[config.mk]
export PLATFORM = sky130hd
export DESIGN_NAME = radix_converter_core
export DESIGN_NICKNAME = d
export VERILOG_FILES = /design/src/hw/rtl/rc_pkg.sv /design/src/hw/rtl/rc_decoder.sv /design/src/hw/rtl/radix_converter_core.sv
export SDC_FILE = /design/constraint.sdc
export NUM_CORES = 1
export LEC_CHECK = 0
export ABC_AREA = 1
export BUFFER_PORTS_ARGS = -buffer_cell sky130_fd_sc_hd__buf_2
export CORE_ASPECT_RATIO = 0.6
export CORE_MARGIN = 2
export CORE_UTILIZATION = 40
export DETAILED_ROUTE_END_ITERATION = 10
export GPL_TIMING_DRIVEN = 0
export PLACE_DENSITY_LB_ADDON = 0.15
export REMOVE_ABC_BUFFERS = 1
export SLEW_MARGIN = 20
export SYNTH_ARGS = -nofsm -noshare
export SYNTH_HDL_FRONTEND = slang
export SYNTH_SLANG_ARGS = --single-unit
[constraint.sdc]
create_clock -name clk -period 5.95 [get_ports clk]
set_input_delay 0.2975 -clock clk [delete_from_list [all_inputs] [get_ports clk]]
set_output_delay 0.2975 -clock clk [all_outputs]
set_load 0.005 [all_outputs]
[src/hw/rtl/rc_pkg.sv]
// ----------------------------------------------------------------------------
// rc_pkg: shared types, constants and helpers of the radix converter
// Holds the function codes, the output radix type and the digit shifter
// helpers used by the core, and the types of the digit-coded decoder.
// ----------------------------------------------------------------------------
package rc_pkg;

    localparam int VALUE_BITS = 31;
    localparam int BCD_DIGITS = 10;
    localparam int BCD_BITS   = 4 * BCD_DIGITS;
    localparam int CNT_W      = 5;
    localparam int SR_BITS    = 33;
    localparam int DCNT_W     = 6;
    localparam int DIGIT_W    = 4;
    localparam int CHAR_W     = 7;

    localparam logic [2:0] FUNC_DEC_BIN = 3'd0;
    localparam logic [2:0] FUNC_DEC_OCT = 3'd1;
    localparam logic [2:0] FUNC_DEC_HEX = 3'd2;
    localparam logic [2:0] FUNC_BIN_DEC = 3'd3;
    localparam logic [2:0] FUNC_OCT_DEC = 3'd4;
    localparam logic [2:0] FUNC_BIN_OCT = 3'd5;
    localparam logic [2:0] FUNC_BIN_HEX = 3'd6;
    localparam logic [2:0] FUNC_OCT_BIN = 3'd7;

    localparam logic [CHAR_W-1:0] ASCII_ZERO = 7'h30;
    localparam logic [CHAR_W-1:0] ASCII_A    = 7'h41;

    typedef enum logic [1:0] {
        RAD_BIN,
        RAD_OCT,
        RAD_HEX
    } radix_t;

    typedef enum logic [2:0] {
        ST_IDLE,
        ST_DECODE,
        ST_SKIP,
        ST_EMIT,
        ST_NUMBER
    } core_state_t;

    typedef enum logic [1:0] {
        DEC_IDLE,
        DEC_SHIFT,
        DEC_ACC,
        DEC_DONE
    } dec_state_t;

    typedef struct packed {
        logic start;
        logic octal;
    } dec_cmd_t;

    typedef struct packed {
        logic                  done;
        logic [VALUE_BITS-1:0] number;
    } dec_result_t;

    // Places the value so that its most significant digit sits at the top of
    // the shift register, whatever the digit size.
    function automatic logic [SR_BITS-1:0] sr_load(input logic [VALUE_BITS-1:0] x,
                                                   input radix_t rad);
        logic [SR_BITS-1:0] r;
        unique case (rad)
            RAD_BIN: r = {x, 2'b00};
            RAD_OCT: r = {2'b00, x};
            RAD_HEX: r = {1'b0, x, 1'b0};
            default: r = '0;
        endcase
        return r;
    endfunction

    function automatic logic [DCNT_W-1:0] digit_count(input radix_t rad);
        logic [DCNT_W-1:0] n;
        unique case (rad)
            RAD_BIN: n = 6'd31;
            RAD_OCT: n = 6'd11;
            RAD_HEX: n = 6'd8;
            default: n = 6'd1;
        endcase
        return n;
    endfunction

    function automatic logic [DIGIT_W-1:0] top_digit(input logic [SR_BITS-1:0] sr,
                                                     input radix_t rad);
        logic [DIGIT_W-1:0] d;
        unique case (rad)
            RAD_BIN: d = {3'b000, sr[SR_BITS-1]};
            RAD_OCT: d = {1'b0, sr[SR_BITS-1 -: 3]};
            RAD_HEX: d = sr[SR_BITS-1 -: 4];
            default: d = '0;
        endcase
        return d;
    endfunction

    function automatic logic [SR_BITS-1:0] sr_shift(input logic [SR_BITS-1:0] sr,
                                                    input radix_t rad);
        logic [SR_BITS-1:0] r;
        unique case (rad)
            RAD_BIN: r = {sr[SR_BITS-2:0], 1'b0};
            RAD_OCT: r = {sr[SR_BITS-4:0], 3'b000};
            RAD_HEX: r = {sr[SR_BITS-5:0], 4'b0000};
            default: r = sr;
        endcase
        return r;
    endfunction

    function automatic logic [CHAR_W-1:0] digit_char(input logic [DIGIT_W-1:0] d);
        logic [CHAR_W-1:0] c;
        if (d < 4'd10)
        begin
            c = ASCII_ZERO + {3'b000, d};
        end
        else
        begin
            c = ASCII_A + {3'b000, d} - 7'd10;
        end
        return c;
    endfunction

endpackage

[src/hw/rtl/rc_decoder.sv]
// ----------------------------------------------------------------------------
// rc_decoder: digit-coded value decoder
// Splits the value into decimal digits with a bit-serial shift-add-3 pass,
// then weights the digits by powers of 2 or 8, one digit per cycle.
// ----------------------------------------------------------------------------
module rc_decoder
    import rc_pkg::*;
(
    input  logic                  clk,
    input  logic                  rst_n,
    input  dec_cmd_t              cmd,
    input  logic [VALUE_BITS-1:0] value,
    output dec_result_t           result
);

    dec_state_t            state_reg, state_next;
    logic [VALUE_BITS-1:0] bin_reg, bin_next;
    logic [BCD_BITS-1:0]   bcd_reg, bcd_next;
    logic [BCD_BITS-1:0]   bcd_adj;
    logic [VALUE_BITS:0]   acc_reg, acc_next;
    logic [CNT_W-1:0]      cnt_reg, cnt_next;
    logic                  oct_reg, oct_next;
    logic [3:0]            bcd_top;

    assign bcd_top = bcd_reg[BCD_BITS-1 -: 4];

    always_comb
    begin
        for (int i = 0; i < BCD_DIGITS; i++)
        begin
            if (bcd_reg[4*i +: 4] >= 4'd5)
            begin
                bcd_adj[4*i +: 4] = bcd_reg[4*i +: 4] + 4'd3;
            end
            else
            begin
                bcd_adj[4*i +: 4] = bcd_reg[4*i +: 4];
            end
        end
    end

    // Next state.
    always_comb
    begin
        state_next = state_reg;
        unique case (state_reg)
            DEC_IDLE:
            begin
                if (cmd.start)
                begin
                    state_next = DEC_SHIFT;
                end
            end
            DEC_SHIFT:
            begin
                if (cnt_reg == '0)
                begin
                    state_next = DEC_ACC;
                end
            end
            DEC_ACC:
            begin
                if (cnt_reg == '0)
                begin
                    state_next = DEC_DONE;
                end
            end
            DEC_DONE:  state_next = DEC_IDLE;
            default:   state_next = DEC_IDLE;
        endcase
    end

    // Outputs and datapath.
    always_comb
    begin
        bin_next = bin_reg;
        bcd_next = bcd_reg;
        acc_next = acc_reg;
        cnt_next = cnt_reg;
        oct_next = oct_reg;
        result.done   = 1'b0;
        result.number = acc_reg[VALUE_BITS] ? '1 : acc_reg[VALUE_BITS-1:0];
        unique case (state_reg)
            DEC_IDLE:
            begin
                if (cmd.start)
                begin
                    bin_next = value;
                    bcd_next = '0;
                    cnt_next = CNT_W'(VALUE_BITS - 1);
                    oct_next = cmd.octal;
                end
            end
            DEC_SHIFT:
            begin
                bcd_next = {bcd_adj[BCD_BITS-2:0], bin_reg[VALUE_BITS-1]};
                bin_next = {bin_reg[VALUE_BITS-2:0], 1'b0};
                acc_next = '0;
                if (cnt_reg == '0)
                begin
                    cnt_next = CNT_W'(BCD_DIGITS - 1);
                end
                else
                begin
                    cnt_next = cnt_reg - 1'b1;
                end
            end
            DEC_ACC:
            begin
                // Horner step over the decimal digits, most significant first.
                if (oct_reg)
                begin
                    acc_next = {acc_reg[VALUE_BITS-3:0], 3'b000} + {28'd0, bcd_top};
                end
                else
                begin
                    acc_next = {acc_reg[VALUE_BITS-1:0], 1'b0} + {28'd0, bcd_top};
                end
                bcd_next = {bcd_reg[BCD_BITS-5:0], 4'b0000};
                cnt_next = cnt_reg - 1'b1;
            end
            DEC_DONE:
            begin
                result.done = 1'b1;
            end
            default:
            begin
                result.done = 1'b0;
            end
        endcase
    end

    always_ff @(posedge clk or negedge rst_n)
    begin
        if (!rst_n)
        begin
            state_reg <= DEC_IDLE;
            cnt_reg   <= '0;
        end
        else
        begin
            state_reg <= state_next;
            cnt_reg   <= cnt_next;
        end
    end

    always_ff @(posedge clk)
    begin
        bin_reg <= bin_next;
        bcd_reg <= bcd_next;
        acc_reg <= acc_next;
        oct_reg <= oct_next;
    end

endmodule

[src/hw/rtl/radix_converter_core.sv]
// ----------------------------------------------------------------------------
// radix_converter_core: binary, octal, decimal and hex radix converter
// Converts one value per item as selected by func and streams out the digits,
// or for decimal results the decoded number.
// Plain inputs (func 0 to 2) go through the leading-zero skip of the digit
// shifter before their first digit. Digit-coded inputs (func 3 to 7) are first
// split into decimal digits and weighted in the decoder; decimal results then
// come out as the number, the others go through the skip. Throughput: one item
// at a time, then one output digit per cycle while m_tready is high.
// Reset: rst_n clears the state registers and counters; idle after.
module radix_converter_core
    import rc_pkg::*;
(
    input  logic        clk,
    input  logic        rst_n,
    // Input item.
    input  logic        s_tvalid,
    output logic        s_tready,
    input  logic [31:0] s_tdata,   // [30:0] value, [31] zero
    input  logic [2:0]  s_tuser,   // [2:0] func
    // Result item.
    output logic        m_tvalid,
    input  logic        m_tready,
    output logic [47:0] m_tdata,   // [3:0] digit, [10:4] digit_char, [41:11] number,
                                   // [47:42] zero
    output logic        m_tlast
);

    core_state_t           state_reg, state_next;
    logic [2:0]            func_reg, func_next;
    radix_t                rad_reg, rad_next;
    logic [SR_BITS-1:0]    sr_reg, sr_next;
    logic [DCNT_W-1:0]     cnt_reg, cnt_next;
    logic [VALUE_BITS-1:0] num_reg, num_next;

    logic                  in_accept;
    logic                  out_accept;
    logic                  decimal_out;
    logic [DIGIT_W-1:0]    cur_digit;
    radix_t                in_rad;
    dec_cmd_t              dec_cmd;
    dec_result_t           dec_res;

    assign in_accept  = s_tvalid && s_tready;
    assign out_accept = m_tvalid && m_tready;
    assign cur_digit  = top_digit(sr_reg, rad_reg);
    assign decimal_out = (func_reg == FUNC_BIN_DEC) || (func_reg == FUNC_OCT_DEC);

    // Output radix of each function; decimal outputs never use it.
    always_comb
    begin
        unique case (s_tuser) inside
            FUNC_DEC_BIN, FUNC_OCT_BIN: in_rad = RAD_BIN;
            FUNC_DEC_OCT, FUNC_BIN_OCT: in_rad = RAD_OCT;
            default:                    in_rad = RAD_HEX;
        endcase
    end

    // Digit-coded inputs are decoded first; octal coding only for oct-dec
    // and oct-bin.
    assign dec_cmd.start = in_accept && (s_tuser >= FUNC_BIN_DEC);
    assign dec_cmd.octal = (s_tuser == FUNC_OCT_DEC) || (s_tuser == FUNC_OCT_BIN);

    rc_decoder u_decoder
    (
        .clk    (clk),
        .rst_n  (rst_n),
        .cmd    (dec_cmd),
        .value  (s_tdata[VALUE_BITS-1:0]),
        .result (dec_res)
    );

    // Next state.
    always_comb
    begin
        state_next = state_reg;
        unique case (state_reg)
            ST_IDLE:
            begin
                if (in_accept)
                begin
                    state_next = (s_tuser >= FUNC_BIN_DEC) ? ST_DECODE : ST_SKIP;
                end
            end
            ST_DECODE:
            begin
                if (dec_res.done)
                begin
                    state_next = decimal_out ? ST_NUMBER : ST_SKIP;
                end
            end
            ST_SKIP:
            begin
                // Leading zero digits are dropped, but one digit always remains.
                if ((cnt_reg == 6'd1) || (cur_digit != '0))
                begin
                    state_next = ST_EMIT;
                end
            end
            ST_EMIT:
            begin
                if (out_accept && (cnt_reg == 6'd1))
                begin
                    state_next = ST_IDLE;
                end
            end
            ST_NUMBER:
            begin
                if (out_accept)
                begin
                    state_next = ST_IDLE;
                end
            end
            default: state_next = ST_IDLE;
        endcase
    end

    // Outputs and datapath.
    always_comb
    begin
        func_next = func_reg;
        rad_next  = rad_reg;
        sr_next   = sr_reg;
        cnt_next  = cnt_reg;
        num_next  = num_reg;
        s_tready  = 1'b0;
        m_tvalid  = 1'b0;
        m_tlast   = 1'b0;
        m_tdata   = '0;
        unique case (state_reg)
            ST_IDLE:
            begin
                s_tready = 1'b1;
                if (in_accept)
                begin
                    func_next = s_tuser;
                    rad_next  = in_rad;
                    sr_next   = sr_load(s_tdata[VALUE_BITS-1:0], in_rad);
                    cnt_next  = digit_count(in_rad);
                end
            end
            ST_DECODE:
            begin
                if (dec_res.done)
                begin
                    num_next = dec_res.number;
                    sr_next  = sr_load(dec_res.number, rad_reg);
                end
            end
            ST_SKIP:
            begin
                if ((cnt_reg != 6'd1) && (cur_digit == '0))
                begin
                    sr_next  = sr_shift(sr_reg, rad_reg);
                    cnt_next = cnt_reg - 1'b1;
                end
            end
            ST_EMIT:
            begin
                m_tvalid      = 1'b1;
                m_tlast       = (cnt_reg == 6'd1);
                m_tdata[3:0]  = cur_digit;
                m_tdata[10:4] = digit_char(cur_digit);
                if (out_accept && (cnt_reg != 6'd1))
                begin
                    sr_next  = sr_shift(sr_reg, rad_reg);
                    cnt_next = cnt_reg - 1'b1;
                end
            end
            ST_NUMBER:
            begin
                m_tvalid       = 1'b1;
                m_tlast        = 1'b1;
                m_tdata[41:11] = num_reg;
            end
            default:
            begin
                m_tvalid = 1'b0;
            end
        endcase
    end

    always_ff @(posedge clk or negedge rst_n)
    begin
        if (!rst_n)
        begin
            state_reg <= ST_IDLE;
            cnt_reg   <= '0;
        end
        else
        begin
            state_reg <= state_next;
            cnt_reg   <= cnt_next;
        end
    end

    always_ff @(posedge clk)
    begin
        func_reg <= func_next;
        rad_reg  <= rad_next;
        sr_reg   <= sr_next;
        num_reg  <= num_next;
    end

endmodule

Word-level counts from Yosys, hierarchy flattened
Index checks and enable logic that the tools add are counted.
{ "classes": {"n_eq_ne": 29, "n_mux": 54, "n_addsub": 17, "magnitude_cmp": 12, "n_reduce_logical": 34} }
{ "ops": {"columns": ["op", "count"], "rows": [
  ["$pmux W33 S3", 3],
  ["$mux W33", 4],
  ["$pmux W33 S4", 1],
  ["$pmux W40 S3", 1],
  ["$mux W31", 3],
  ["$add A32 B4 Y32", 2],
  ["$pmux W32 S2", 1],
  ["$pmux W31 S2", 1],
  ["$ge A4 B3 Y1 const B", 10],
  ["$mux W40", 1],
  ["$add A4 B2 Y4 const B", 9],
  ["$mux W4", 9],
  ["$mux W32", 1],
  ["$pmux W5 S3", 2],
  ["$mux W3", 7],
  ["$mux W6", 3],
  ["$pmux W6 S3", 1],
  ["$ne A2 B2 Y1 const B", 8],
  ["$eq A3 B3 Y1 const B", 5],
  ["$pmux W3 S5", 1],
  ["$pmux W4 S3", 1],
  ["$mux W11", 1],
  ["$mux W5", 2],
  ["$reduce_and A2 Y1", 5],
  ["34 further kinds", 64]
]} }
{ "word_totals": {"out_inout_bits": 51, "register_bits": 189} }

Longest topological paths before layout
Gate-level depths: netlist (run 1).
{ "depth": {"ltp_word": 7, "ltp_mapped": 15, "ltp_nobuf": 13} }

By module
A second synthesis (run 1) with hierarchy kept.
{ "unflattened": {"cells_unflattened": 1754, "area_unflattened_um2": 13355.3} }
{ "modules_own_cells": {"columns": ["mod", "n_inst", "area_each_um2", "seq_area_each_um2", "cells_each"], "rows": [
  ["rc_decoder", 1, 7412.1, 3298.2, 943],
  ["radix_converter_core", 1, 5943.2, 2297.2, 811]
]} }

Worst setup path after synthesis (run 1)
No wires, ideal clock.
{ "synth_timing": {"path_kind": "flip-flop to flip-flop", "startpoint": "reg rad_reg[0]", "endpoint": "reg sr_reg[0], enable pin", "setup_slack_ns": 1.491, "setup_time_ns": 0.465, "path_stages_with_launch": 14, "synth_period_minus_slack_ns": 4.459, "arrival_ns": 3.995, "cell_sequence": "edfxtp_1 inv_1 ha_1 buf_2 clkinv_1 o221ai_1 nand2_1 ha_1 inv_1 nor2_1 nand3_1 nand2_1 nand2_1 nor3_1"} }
{ "synth_via": {"elab_chain_cells": 6} }
{ "synth_lines": {"columns": ["item", "line", "source"], "rows": [
  ["start: declaration", "radix_converter_core.sv:31", "radix_t rad_reg, rad_next;"],
  ["start signal: assignment", "radix_converter_core.sv:200", "rad_reg <= rad_next;"],
  ["$eq A2 B2 Y1, or another cell as far along", "rc_pkg.sv:88, rc_pkg.sv:100", null],
  ["$pmux W4 S3 (*)", "rc_pkg.sv:88", "unique case (rad)"],
  ["$logic_not A4 Y1 (*)", "radix_converter_core.sv:152", "if ((cnt_reg != 6'd1) && (cur_digit == '0))"],
  ["$logic_and A1 B1 Y1 (*)", "radix_converter_core.sv:152", null],
  ["$ne A2 B2 Y1 (no source line) (*)", null, null],
  ["$reduce_and A5 Y1 (no source line) (*)", null, null],
  ["end signal: assignment", "radix_converter_core.sv:201", "sr_reg <= sr_next;"],
  ["end: declaration", "radix_converter_core.sv:32", "logic [SR_BITS-1:0] sr_reg, sr_next;"]
]} }
Mark *: on every way between the ends. The rest lies on a longest branch, timed or not.
A chain may end at the register's enable or synchronous reset.

Worst setup path in the final report (run 1)
{ "layout_timing": {"startpoint": "reg rad_reg[0]", "endpoint": "reg sr_reg[19], enable pin"} }
Same word-level chain as after synthesis.

==> flow_summary.toml, run 1 <==
[synth]
avgSynthCellArea_um2 = 7.691
ys_ff_latch = 189
synth_edf_count = 173
yosys.area.top_type_share_pct = 40.57
synth_largest_area_cell = "edfxtp_1"
yosysSeqAreaShare_pct = 43.70
synth_area_mm2 = 0.01280
yosysWarnings = 0
synthFlopType = "edfxtp_1"
synth_area_leaders = "edfxtp_1 41%, nand2_1 11%, inv_1 6.9%, o21ai_0 6.0%, nor2_1 5.5%"
synthDistinctLibCells = 48
synthesis.instances = 1665
async_flop_share_pct = 8.466

[final_layout]
multi_input_area_mm2 = 0.005983
regArea_mm2 = 0.005595
diodes = 0
area_growth_pct = 11.09
finalInstanceArea_mm2 = 0.01422
layout-drive-gt1-share_pct = 11.24
finalNetCount = 1784
largest_register_ffs = 40
fill_cells = 3121

[global_routing]
grt_pass1_wl_um = 56590
grt_max_degree = 49
gr-total-overflow = 0
grt_pass1_vias = 10180
antenna_found_initial = 0
grtUsageTotal_pct = 21.34

[critical_path]
path_class = "reg -> reg"
crit_path_frequent_cell = "nand2_1"
cp_cell_sequence = "inv_1, ha_2, clkinv_1, o221ai_1, nand2_1, ha_1, inv_1, nor2_1, nand3_1, nand2_1, nand2_1, nor3_2, buf_4, buf_4, buf_6"
cp_max_fo = 25
required_ps = 6180
crit_path_end_kind = "flop"
crit_buf_inv = 6
crit_path_max_incr_delay_ps = 530
arrival_ps = 3990
slowest_stage = "o221ai_1"
crit_family = "buffers and inverters"
start_kind = "flop"

[sta]
fmax_mhz = 266.1
max_slew.worst_pin.slew_ps = 891.2
max_slew_margin_pct = 40.52
timing.final.crit_period_ps = 3758
setup_viol = 0
finalSetupTns_ps = 0
timing.final.crit_share_pct = 63.16
grt_setup_unrepaired = "false"
hold_viol_final = 0
drv_slew = 0
fin_worst_skew_ps = 14.35

[placement]
dp_hpwl_um = 25730
postPlaceCellArea_mm2 = 0.01361
globalplace.congestion = 0.9225
portBuffers = 82

[cts]
cts_root_buffer = "clkbuf_16"
cts_tree = "done"
clkLatencyLatePin_ps = 470
hold_buffers = 1
clk_pin_slew_worst_paths_ps = 70
post_cts_buffers = 0
numCtsBuffers = 17
clkSinkCount = 189
cts_resized = 0
h-tree-depth = 4
clk_path_buf_depth = 2

[floorplanning]
chipHeight_um = 142.6
core_mm2 = 0.03134
rows = 50
dieArea_mm2 = 0.03351
die_w_um = 235.0
start_util_pct = 40.85
io_pins = 90

[route]
vias = 11340
avgRoutedWirePerCell_um = 16.69
wirelength_um = 35600
drc = 0
drt_first_pass_iters = 6
ant_nets = 0
viasPerCell = 5.316
drt_iter0_markers = 1337

[outcome]
status = "completed"

[pwr]
p_leak_uw = 0.006121
max-vdd-ir-drop_uv = 277.5
p_total_uw = 7687
powerDensity_mw_per_mm2 = 540.4

[flow_run]
maxCapViolations = 0

[hold_path]
hold_path_class = "in -> reg"
-- cells in the final DEF (no fill, tap or decap), types with 3 or more instances in the layout --
| master | netlist | layout |
|---|---|---|
| a21oi_1 | 85 | 85 |
| a221oi_1 | 18 | 18 |
| a22oi_1 | 4 | 4 |
| buf_12 | 0 | 6 |
| buf_2 | 24 | 82 |
| clkbuf_16 | 0 | 17 |
| clkinv_2 | 0 | 3 |
| conb_1 | 1 | 6 |
| dfrtp_1 | 16 | 16 |
| edfxtp_1 | 173 | 173 |
| ha_1 | 40 | 35 |
| ha_2 | 0 | 5 |
| inv_1 | 236 | 234 |
| inv_2 | 5 | 8 |
| inv_6 | 0 | 6 |
| nand2_1 | 364 | 360 |
| nand2_2 | 14 | 18 |
| nand3_1 | 97 | 97 |
| nand3_2 | 4 | 4 |
| nand4_1 | 6 | 6 |
| nor2_1 | 187 | 186 |
| nor2_2 | 17 | 16 |
| nor2_4 | 8 | 10 |
| nor3_1 | 7 | 6 |
| o211ai_1 | 18 | 18 |
| o21ai_0 | 153 | 153 |
| o21ai_1 | 14 | 14 |
| o221ai_1 | 7 | 7 |
| o22ai_1 | 52 | 52 |
| o32ai_1 | 14 | 14 |
| xor2_1 | 23 | 23 |
-- cell usage after synthesis (all sizes together) (2+ instances only) --
| cell | number |
|---|---|
| dfrtp | 16 |
| o21a | 3 |
| nand4 | 6 |
| a221oi | 18 |
| ha | 40 |
| a21oi | 85 |
| nand3b | 2 |
| clkbuf | 37 |
| o21ai | 168 |
| nand3 | 101 |
| a31oi | 2 |
| o22ai | 52 |
| buf | 43 |
| edfxtp | 173 |
| xnor2 | 2 |
| clkinv | 3 |
| o221ai | 7 |
| nand2 | 379 |
| a22oi | 4 |
| xor2 | 23 |
| inv | 241 |
| o211ai | 18 |
| nor3 | 7 |
| nor2 | 212 |
| o32ai | 14 |
-- stage by stage --
| stage | setup slack (ps) | hold slack [ps] | std cells | utilization (%) |
|---|---|---|---|---|
| finish | 2192 | 45.83 | 2133 | 45.39 |
| floorplan | 922.9 | 1.909 | 1590 | - |
| global placement | -1341 | 260.9 | 2088 | 42.72 |
| detailed placement | 1882 | 259.6 | 2099 | 43.41 |
| CTS | 1851 | 22.73 | 2132 | 45.31 |
| global route | 2012 | 30.25 | 2133 | 45.39 |
-- routing by layer --
metal / share of wire [%] / up-vias / GRT usage, %
li1: - / 5661 / -
met1: 53 / 5242 / 33.77
met2: 38 / 402 / 28.05
met3: 7.9 / 34 / 5.566
met4: 1.2 / 0 / 5.197
met5: 0 / - / 0
-- where the power goes --
group | switching, uW | internal [uW] | leakage [uW]
combinational | 2420 | 1120 | 0.00394
clock | 577 | 629 | 0.000288
sequential | 524 | 2410 | 0.00190
total | 3520 | 4160 | 0.00612
-- kinds of logic (layout without fill, tap and decap cells) --
| logic type | count (synthesis) | after routing | synth area share [%] |
|---|---|---|---|
| AOI/OAI and AO/OA | 375 | 375 | 16.95 |
| xor gates and xnor gates | 25 | 25 | 1.710 |
| adders and majority gates | 41 | 41 | 4.065 |
| buffers and inverters | 324 | 371 | 10.04 |
| DFF | 189 | 189 | 43.70 |
| other | 1 | 6 | 0.02929 |
| and+or+nand+nor | 710 | 710 | 23.50 |
-- final cells by class --
class	instances	area share [%]
Inverter	244	6.474
Timing Repair Buffer	95	4.363
Sequential cell	189	39.34
Clock buffer	18	3.017
Tap cell	416	3.659
Multi-Input combinational cell	1157	42.06
Clock inverter	14	1.091
-- worst reg2reg max path: stages (launching register included) --
cell	delay [ps]
edfxtp_1	440
inv_1	120
ha_2	520
clkinv_1	460
o221ai_1	530
nand2_1	220
ha_1	230
inv_1	50
nor2_1	50
nand3_1	70
nand2_1	110
nand2_1	110
nor3_2	70
buf_4	200
buf_4	200
buf_6	150
-- worst paths after layout --
kind / startpoint / endpoint / slack, ps / cells past startpoint
min in group asynchronous: rst_n / cnt_reg[5]$_DFFE_PN0P_ / 310 / 2
worst min-delay path: s_tuser[2] / func_reg[2]$_DFFE_PP_ / 50 / 1
max in group asynchronous: rst_n / state_reg[2]$_DFFE_PN0P_ / 5340 / 2
worst min register to register: cnt_reg[5]$_DFFE_PN0P_ / cnt_reg[5]$_DFFE_PN0P_ / 490 / 2
worst max-delay path: rad_reg[0]$_DFFE_PP_ / sr_reg[19]$_DFFE_PP_ / 2190 / 15
worst max register to register: rad_reg[0]$_DFFE_PP_ / sr_reg[19]$_DFFE_PP_ / 2190 / 15
(Power assumes the default switching activity.)
==> run 2: changes to the inputs <==
==> constraint.sdc (replaced) <==
create_clock -name clk -period 3.1 [get_ports clk]
set_input_delay 0.155 -clock clk [delete_from_list [all_inputs] [get_ports clk]]
set_output_delay 0.155 -clock clk [all_outputs]
set_load 0.005 [all_outputs]
==> run 2 against run 1 <==
Effect of this change: register-to-register slack lost 2000 ps; first-iteration DRC count shrank 7.8%; design area grew 1.6%; highest routed layer unchanged; largest power group unchanged; critical path depth is the same; sequential cell count is the same; non-clock buffer count grew 20; die area is the same; largest cell class unchanged.
==> flow_summary.toml, run 2 (synthesized netlist as in run 1, its figures left out) <==
[route]
viasPerCell = 5.351
drc = 0
drt_iter0_markers = 1233
drt_first_pass_iters = 6
ant_nets = 0
wirelength_um = 36180
avgRoutedWirePerCell_um = 16.80
vias = 11520

[critical_path]
timing.rr.start = "rad_reg[0]$_DFFE_PP_"
regToRegSetupSlack_ps = 160
crit_path_max_incr_delay_ps = 470
crit_family = "buffers and inverters"
reg2reg_to = "sr_reg[19]$_DFFE_PP_"
slowest_stage = "edfxtp_1"
arrival_ps = 3120
path_class = "reg -> reg"
crit_buf_inv = 6
start_kind = "flop"
cp_cell_sequence = "ha_4, buf_12, inv_4, o221ai_2, nand2_2, ha_1, inv_1, nor2_1, nand3_1, nand2_2, nand2_1, nor3_4, buf_6, buf_6, buf_6"
required_ps = 3280
cp_max_fo = 35
crit_path_frequent_cell = "buf_6"
crit_path_end_kind = "flop"
rr_worst_depth = 15

[cts]
clkLatencyLatePin_ps = 470
cts_tree = "done"
numCtsBuffers = 17
clk_path_buf_depth = 2
h-tree-depth = 4
clkSinkCount = 189
cts_root_buffer = "clkbuf_16"
clk_pin_slew_worst_paths_ps = 70

[global_routing]
gr-total-overflow = 0
grt_pass1_vias = 10260
grtUsageTotal_pct = 21.52
grt_max_degree = 49
antenna_found_initial = 0
grt_pass1_wl_um = 57040

[final_layout]
finalInstanceArea_mm2 = 0.01446
finalNetCount = 1804
most-common-layout-cells = "357 x nand2_1, 231 x inv_1, 186 x nor2_1"
final_common_cell = "nand2_1"
post_layout_nonfiller_instances = 2153
fill_cells = 3102
area_growth_pct = 12.92
layout-drive-gt1-share_pct = 12.55
regArea_mm2 = 0.005595
multi_input_area_mm2 = 0.006037
largest_register_ffs = 40
diodes = 0

[pwr]
power.switching_uw = 6862
internal_power_uw = 8166
max-vdd-ir-drop_uv = 534.3
p_leak_uw = 0.006219
clkPwrFrac_pct = 15.4
power_frac_seq_pct = 37.5
sw_frac_of_total_pct = 45.66
powerDensity_mw_per_mm2 = 1039
p_comb_share_pct = 47.1

[placement]
postPlaceCellArea_mm2 = 0.01361
globalplace.congestion = 0.9225
numPlacedInstances = 2099
portBuffers = 82
dp_hpwl_um = 25730

[floorplanning]
rows = 50
dieArea_mm2 = 0.03351
die_w_um = 235.0
io_pins = 90
start_util_pct = 40.85
core_mm2 = 0.03134
chipHeight_um = 142.6

[sta]
timing.final.crit_period_ps = 2941
hold_viol_final = 0
fmax_mhz = 340.0
fin_worst_skew_ps = 13.81
grt_setup_unrepaired = "false"
timing.final.crit_share_pct = 94.86
drv_slew = 0
max_slew.worst_pin.slew_ps = 890.0
max_slew_margin_pct = 40.60
setup_viol = 0

[hold_path]
hold_depth = 3
hold_end = "u_decoder.bin_reg[0]$_SDFFCE_PP0P_"
hold_path_class = "in -> reg"
worstHoldStart = "s_tdata[0]"

[outcome]
status = "completed"

[flow_run]
maxCapViolations = 0
==> run 2: changes by cell type in the layout (fill, tap and decap cells not counted), sizes merged <==
cell,delta
buf,+16
dlygate4sd3,+4
inv,-3
clkinvlp,+2
clkinv,+1
==> run 2: worst max path at each step <==
stage | from | end | slack [ps] | cells past startpoint
after floorplan | rad_reg[0]$_DFFE_PP_ | sr_reg[0]$_DFFE_PP_ | -1930 | 12
after global placement | rad_reg[0]$_DFFE_PP_ | sr_reg[24]$_DFFE_PP_ | -4190 | 12
after detailed placement | rad_reg[0]$_DFFE_PP_ | sr_reg[24]$_DFFE_PP_ | -970 | 15
after CTS | rad_reg[0]$_DFFE_PP_ | sr_reg[19]$_DFFE_PP_ | 10 | 16
after global routing | rad_reg[0]$_DFFE_PP_ | sr_reg[19]$_DFFE_PP_ | 20 | 16
final | rad_reg[0]$_DFFE_PP_ | sr_reg[19]$_DFFE_PP_ | 160 | 15
==> run 2: tightest hold or removal path, cell delays in order <==
cell,delay [ps]
buf_2,70
inv_1,70
nor2_1,110
==> run 2: routing by layer <==
layer	share of wire (%)	vias to the layer above	GRT usage, %
met5	0	-	0
met4	1.1	0	5.197
met3	8.8	33	5.683
met2	38	448	28.42
met1	52	5346	33.91
li1	-	5694	-
==> run 2: power by group through the flow <==
stage	Sequential (uW)	Clock [uW]	Combinational, uW
3_3_place_gp	5670	0	6190
3_5_place_dp	5640	0	6720
6_report	5640	2320	7070
4_1_cts	5600	2350	6870
2_1_floorplan	5320	0	4650
5_1_grt	5770	2450	8000
==> run 2: timing repair <==
| item | 4_1_cts | 5_1_grt |
|---|---|---|
| setup buffers | 4 | 12 |
| gates resized for setup | 13 | 5 |
| hold endpoints to repair | 20 | 0 |
| setup endpoints to repair | 88 | 48 |
| pin swaps | 2 | 2 |
| hold buffers | 5 | 0 |
==> run 2: area by class of cell <==
type                    instances  share of cell area (%)
clock buffers                  18                   2.968
clock inverters                14                   1.073
inverters                     244                   6.456
multi-input cells            1157                   41.75
flip-flops and latches        189                   38.70
well taps                     416                   3.600
repair buffers                115                   5.452
==> run 2: stage by stage <==
| stage | setup TNS, ps | util (%) | setup WS (ps) | hold WS (ps) | total power [uW] |
|---|---|---|---|---|---|
| 3_3_place_gp | -236950 | 42.72 | -4191 | 118.4 | 11860 |
| 3_5_place_dp | -33360 | 43.41 | -967.9 | 117.1 | 12360 |
| 2_1_floorplan | -63600 | - | -1927 | -140.6 | 9972 |
| 4_1_cts | 0 | 45.73 | 12.24 | 36.92 | 14820 |
| 5_1_grt | 0 | 46.13 | 22.06 | 67.53 | 16230 |
| 6_report | 0 | 46.13 | 159.2 | 67.42 | 15030 |
==> run 3: changes to the inputs <==
==> constraint.sdc (replaced) <==
create_clock -name clk -period 3.3 [get_ports clk]
set_input_delay 0.165 -clock clk [delete_from_list [all_inputs] [get_ports clk]]
set_output_delay 0.165 -clock clk [all_outputs]
set_load 0.005 [all_outputs]
==> run 3 against run 2 <==
Effect of this change: sequential cell count stayed put; design area decreased by 0.37%; critical path depth is 9 lower; register-to-register slack better by 30 ps; core utilization is 0.17 points lower; critical path type unchanged; critical endpoint is now u_decoder.bcd_reg[5]$_DFFE_PP_.
==> flow_summary.toml, run 3 (synthesized netlist as in run 1, its figures left out) <==
[outcome]
status = "completed"

[cts]
clkLatencyLatePin_ps = 460
clk_pin_slew_worst_paths_ps = 70
clkSinkCount = 189
cts_root_buffer = "clkbuf_16"
h-tree-depth = 4
numCtsBuffers = 17
clk_path_buf_depth = 2
cts_tree = "done"

[final_layout]
largest_register_ffs = 40
area_growth_pct = 12.50
utilization_pct = 45.96
most-common-layout-cells = "359 x nand2_1, 233 x inv_1, 186 x nor2_1"
diodes = 0
final_common_cell = "nand2_1"
finalNetCount = 1798
post_layout_nonfiller_instances = 2147
layout-drive-gt1-share_pct = 12.02

[global_routing]
grtUsageTotal_pct = 21.39
antenna_found_initial = 0
grt_pass1_wl_um = 56790
grt_max_degree = 49
grt_pass1_vias = 10240
gr-total-overflow = 0

[sta]
timing.final.crit_period_ps = 3112
max_slew.worst_pin.slew_ps = 883.9
fmax_mhz = 321.3
setup_viol = 0
finalSetupTns_ps = 0
hold_viol_final = 0
fin_worst_skew_ps = 12.98
timing.final.crit_share_pct = 94.30
max_slew_margin_pct = 41.01
setup_slack_ps = 188.1
grt_setup_unrepaired = "false"
drv_slew = 0

[route]
ant_nets = 0
viasPerCell = 5.338
avgRoutedWirePerCell_um = 16.79
drt_iter0_markers = 1258
wirelength_um = 36040
drc = 0
vias = 11460
drt_first_pass_iters = 6

[floorplanning]
core_mm2 = 0.03134
start_util_pct = 40.85
dieArea_mm2 = 0.03351
die_w_um = 235.0
rows = 50
chipHeight_um = 142.6
io_pins = 90

[critical_path]
timing.rr.start = "u_decoder.state_reg[1]$_DFFE_PN0P_"
cp-startpoint = "u_decoder.state_reg[1]$_DFFE_PN0P_"
arrival_ps = 3380
start_kind = "flop"
required_ps = 3560
path_class = "reg -> reg"
cp_max_fo = 21
crit_path_end_kind = "flop"

[pwr]
powerDensity_mw_per_mm2 = 971.4
max-vdd-ir-drop_uv = 506.7
p_leak_uw = 0.006198
p_total_uw = 13990

[hold_path]
hold_path_class = "in -> reg"
worstHoldStart = "s_tdata[0]"

[placement]
globalplace.congestion = 0.9225
dp_hpwl_um = 25730
numPlacedInstances = 2099
dp_slack_ps = -767.9
portBuffers = 82

[flow_run]
maxCapViolations = 0
-- run 3: changes by cell type in the layout (fill, tap and decap cells not counted) --
cell and delta:
inv_1 +2, inv_2 -1, buf_4 -6, clkinvlp_4 -1
nand2_1 +2, nand2_2 -2
-- run 3: through the flow --
step,hold slack [ps],area [um2]
after floorplan,-130.6,12460
after global placement,128.4,13390
after detailed placement,127.1,13610
after CTS,46.92,14300
after global routing,77.52,14410
final,79.39,14410
-- run 3: what timing repair did --
item / in CTS / in global routing
resized for setup: 11 / 2
buffers inserted: 0 / 11
pin swaps: 1 / 3
hold endpoints to repair: 20 / 0
hold buffers: 5 / 0
setup endpoints to repair: 49 / 29
-- run 3: cell type report --
class	instances	area (um2)
fillers	3101	16940
multi-input cells	1157	6032
flip-flops and latches	189	5595
inverters	244	929.6
repair buffers	109	743.2
well taps	416	520.5
clock buffers	18	429.2
clock inverters	14	155.1
-- run 3: metal layers --
layer | track usage [%] | vias up | share of wire (%)
li1 | - | 5686 | -
met1 | 33.75 | 5310 | 52
met2 | 28.28 | 429 | 38
met3 | 5.528 | 36 | 8.5
met4 | 5.197 | 0 | 1.3
met5 | 0 | - | 0
-- run 3: where the power goes --
group,internal (uW),switching [uW]
Sequential,4350,946
Combinational,2100,4430
Clock,1130,1030
Total,7580,6410
-- run 3: worst paths after layout --
path | endpoint | slack (ps) | cells past startpoint
max | u_decoder.bcd_reg[5]$_DFFE_PP_ | 190 | 6
min | u_decoder.bin_reg[0]$_SDFFCE_PP0P_ | 80 | 3
max reg2reg | u_decoder.bcd_reg[5]$_DFFE_PP_ | 190 | 6
min reg2reg | cnt_reg[5]$_DFFE_PN0P_ | 500 | 2
max in group asynchronous | state_reg[2]$_DFFE_PN0P_ | 2830 | 2
min in group asynchronous | cnt_reg[5]$_DFFE_PN0P_ | 170 | 2
-- run 3: worst max-delay path, stage by stage (launching register included) --
cell     delay (ps)
dfrtp_1         440
inv_1           110
ha_2            530
nand2_1         570
inv_1           760
o21ai_0         250
o22ai_1         230
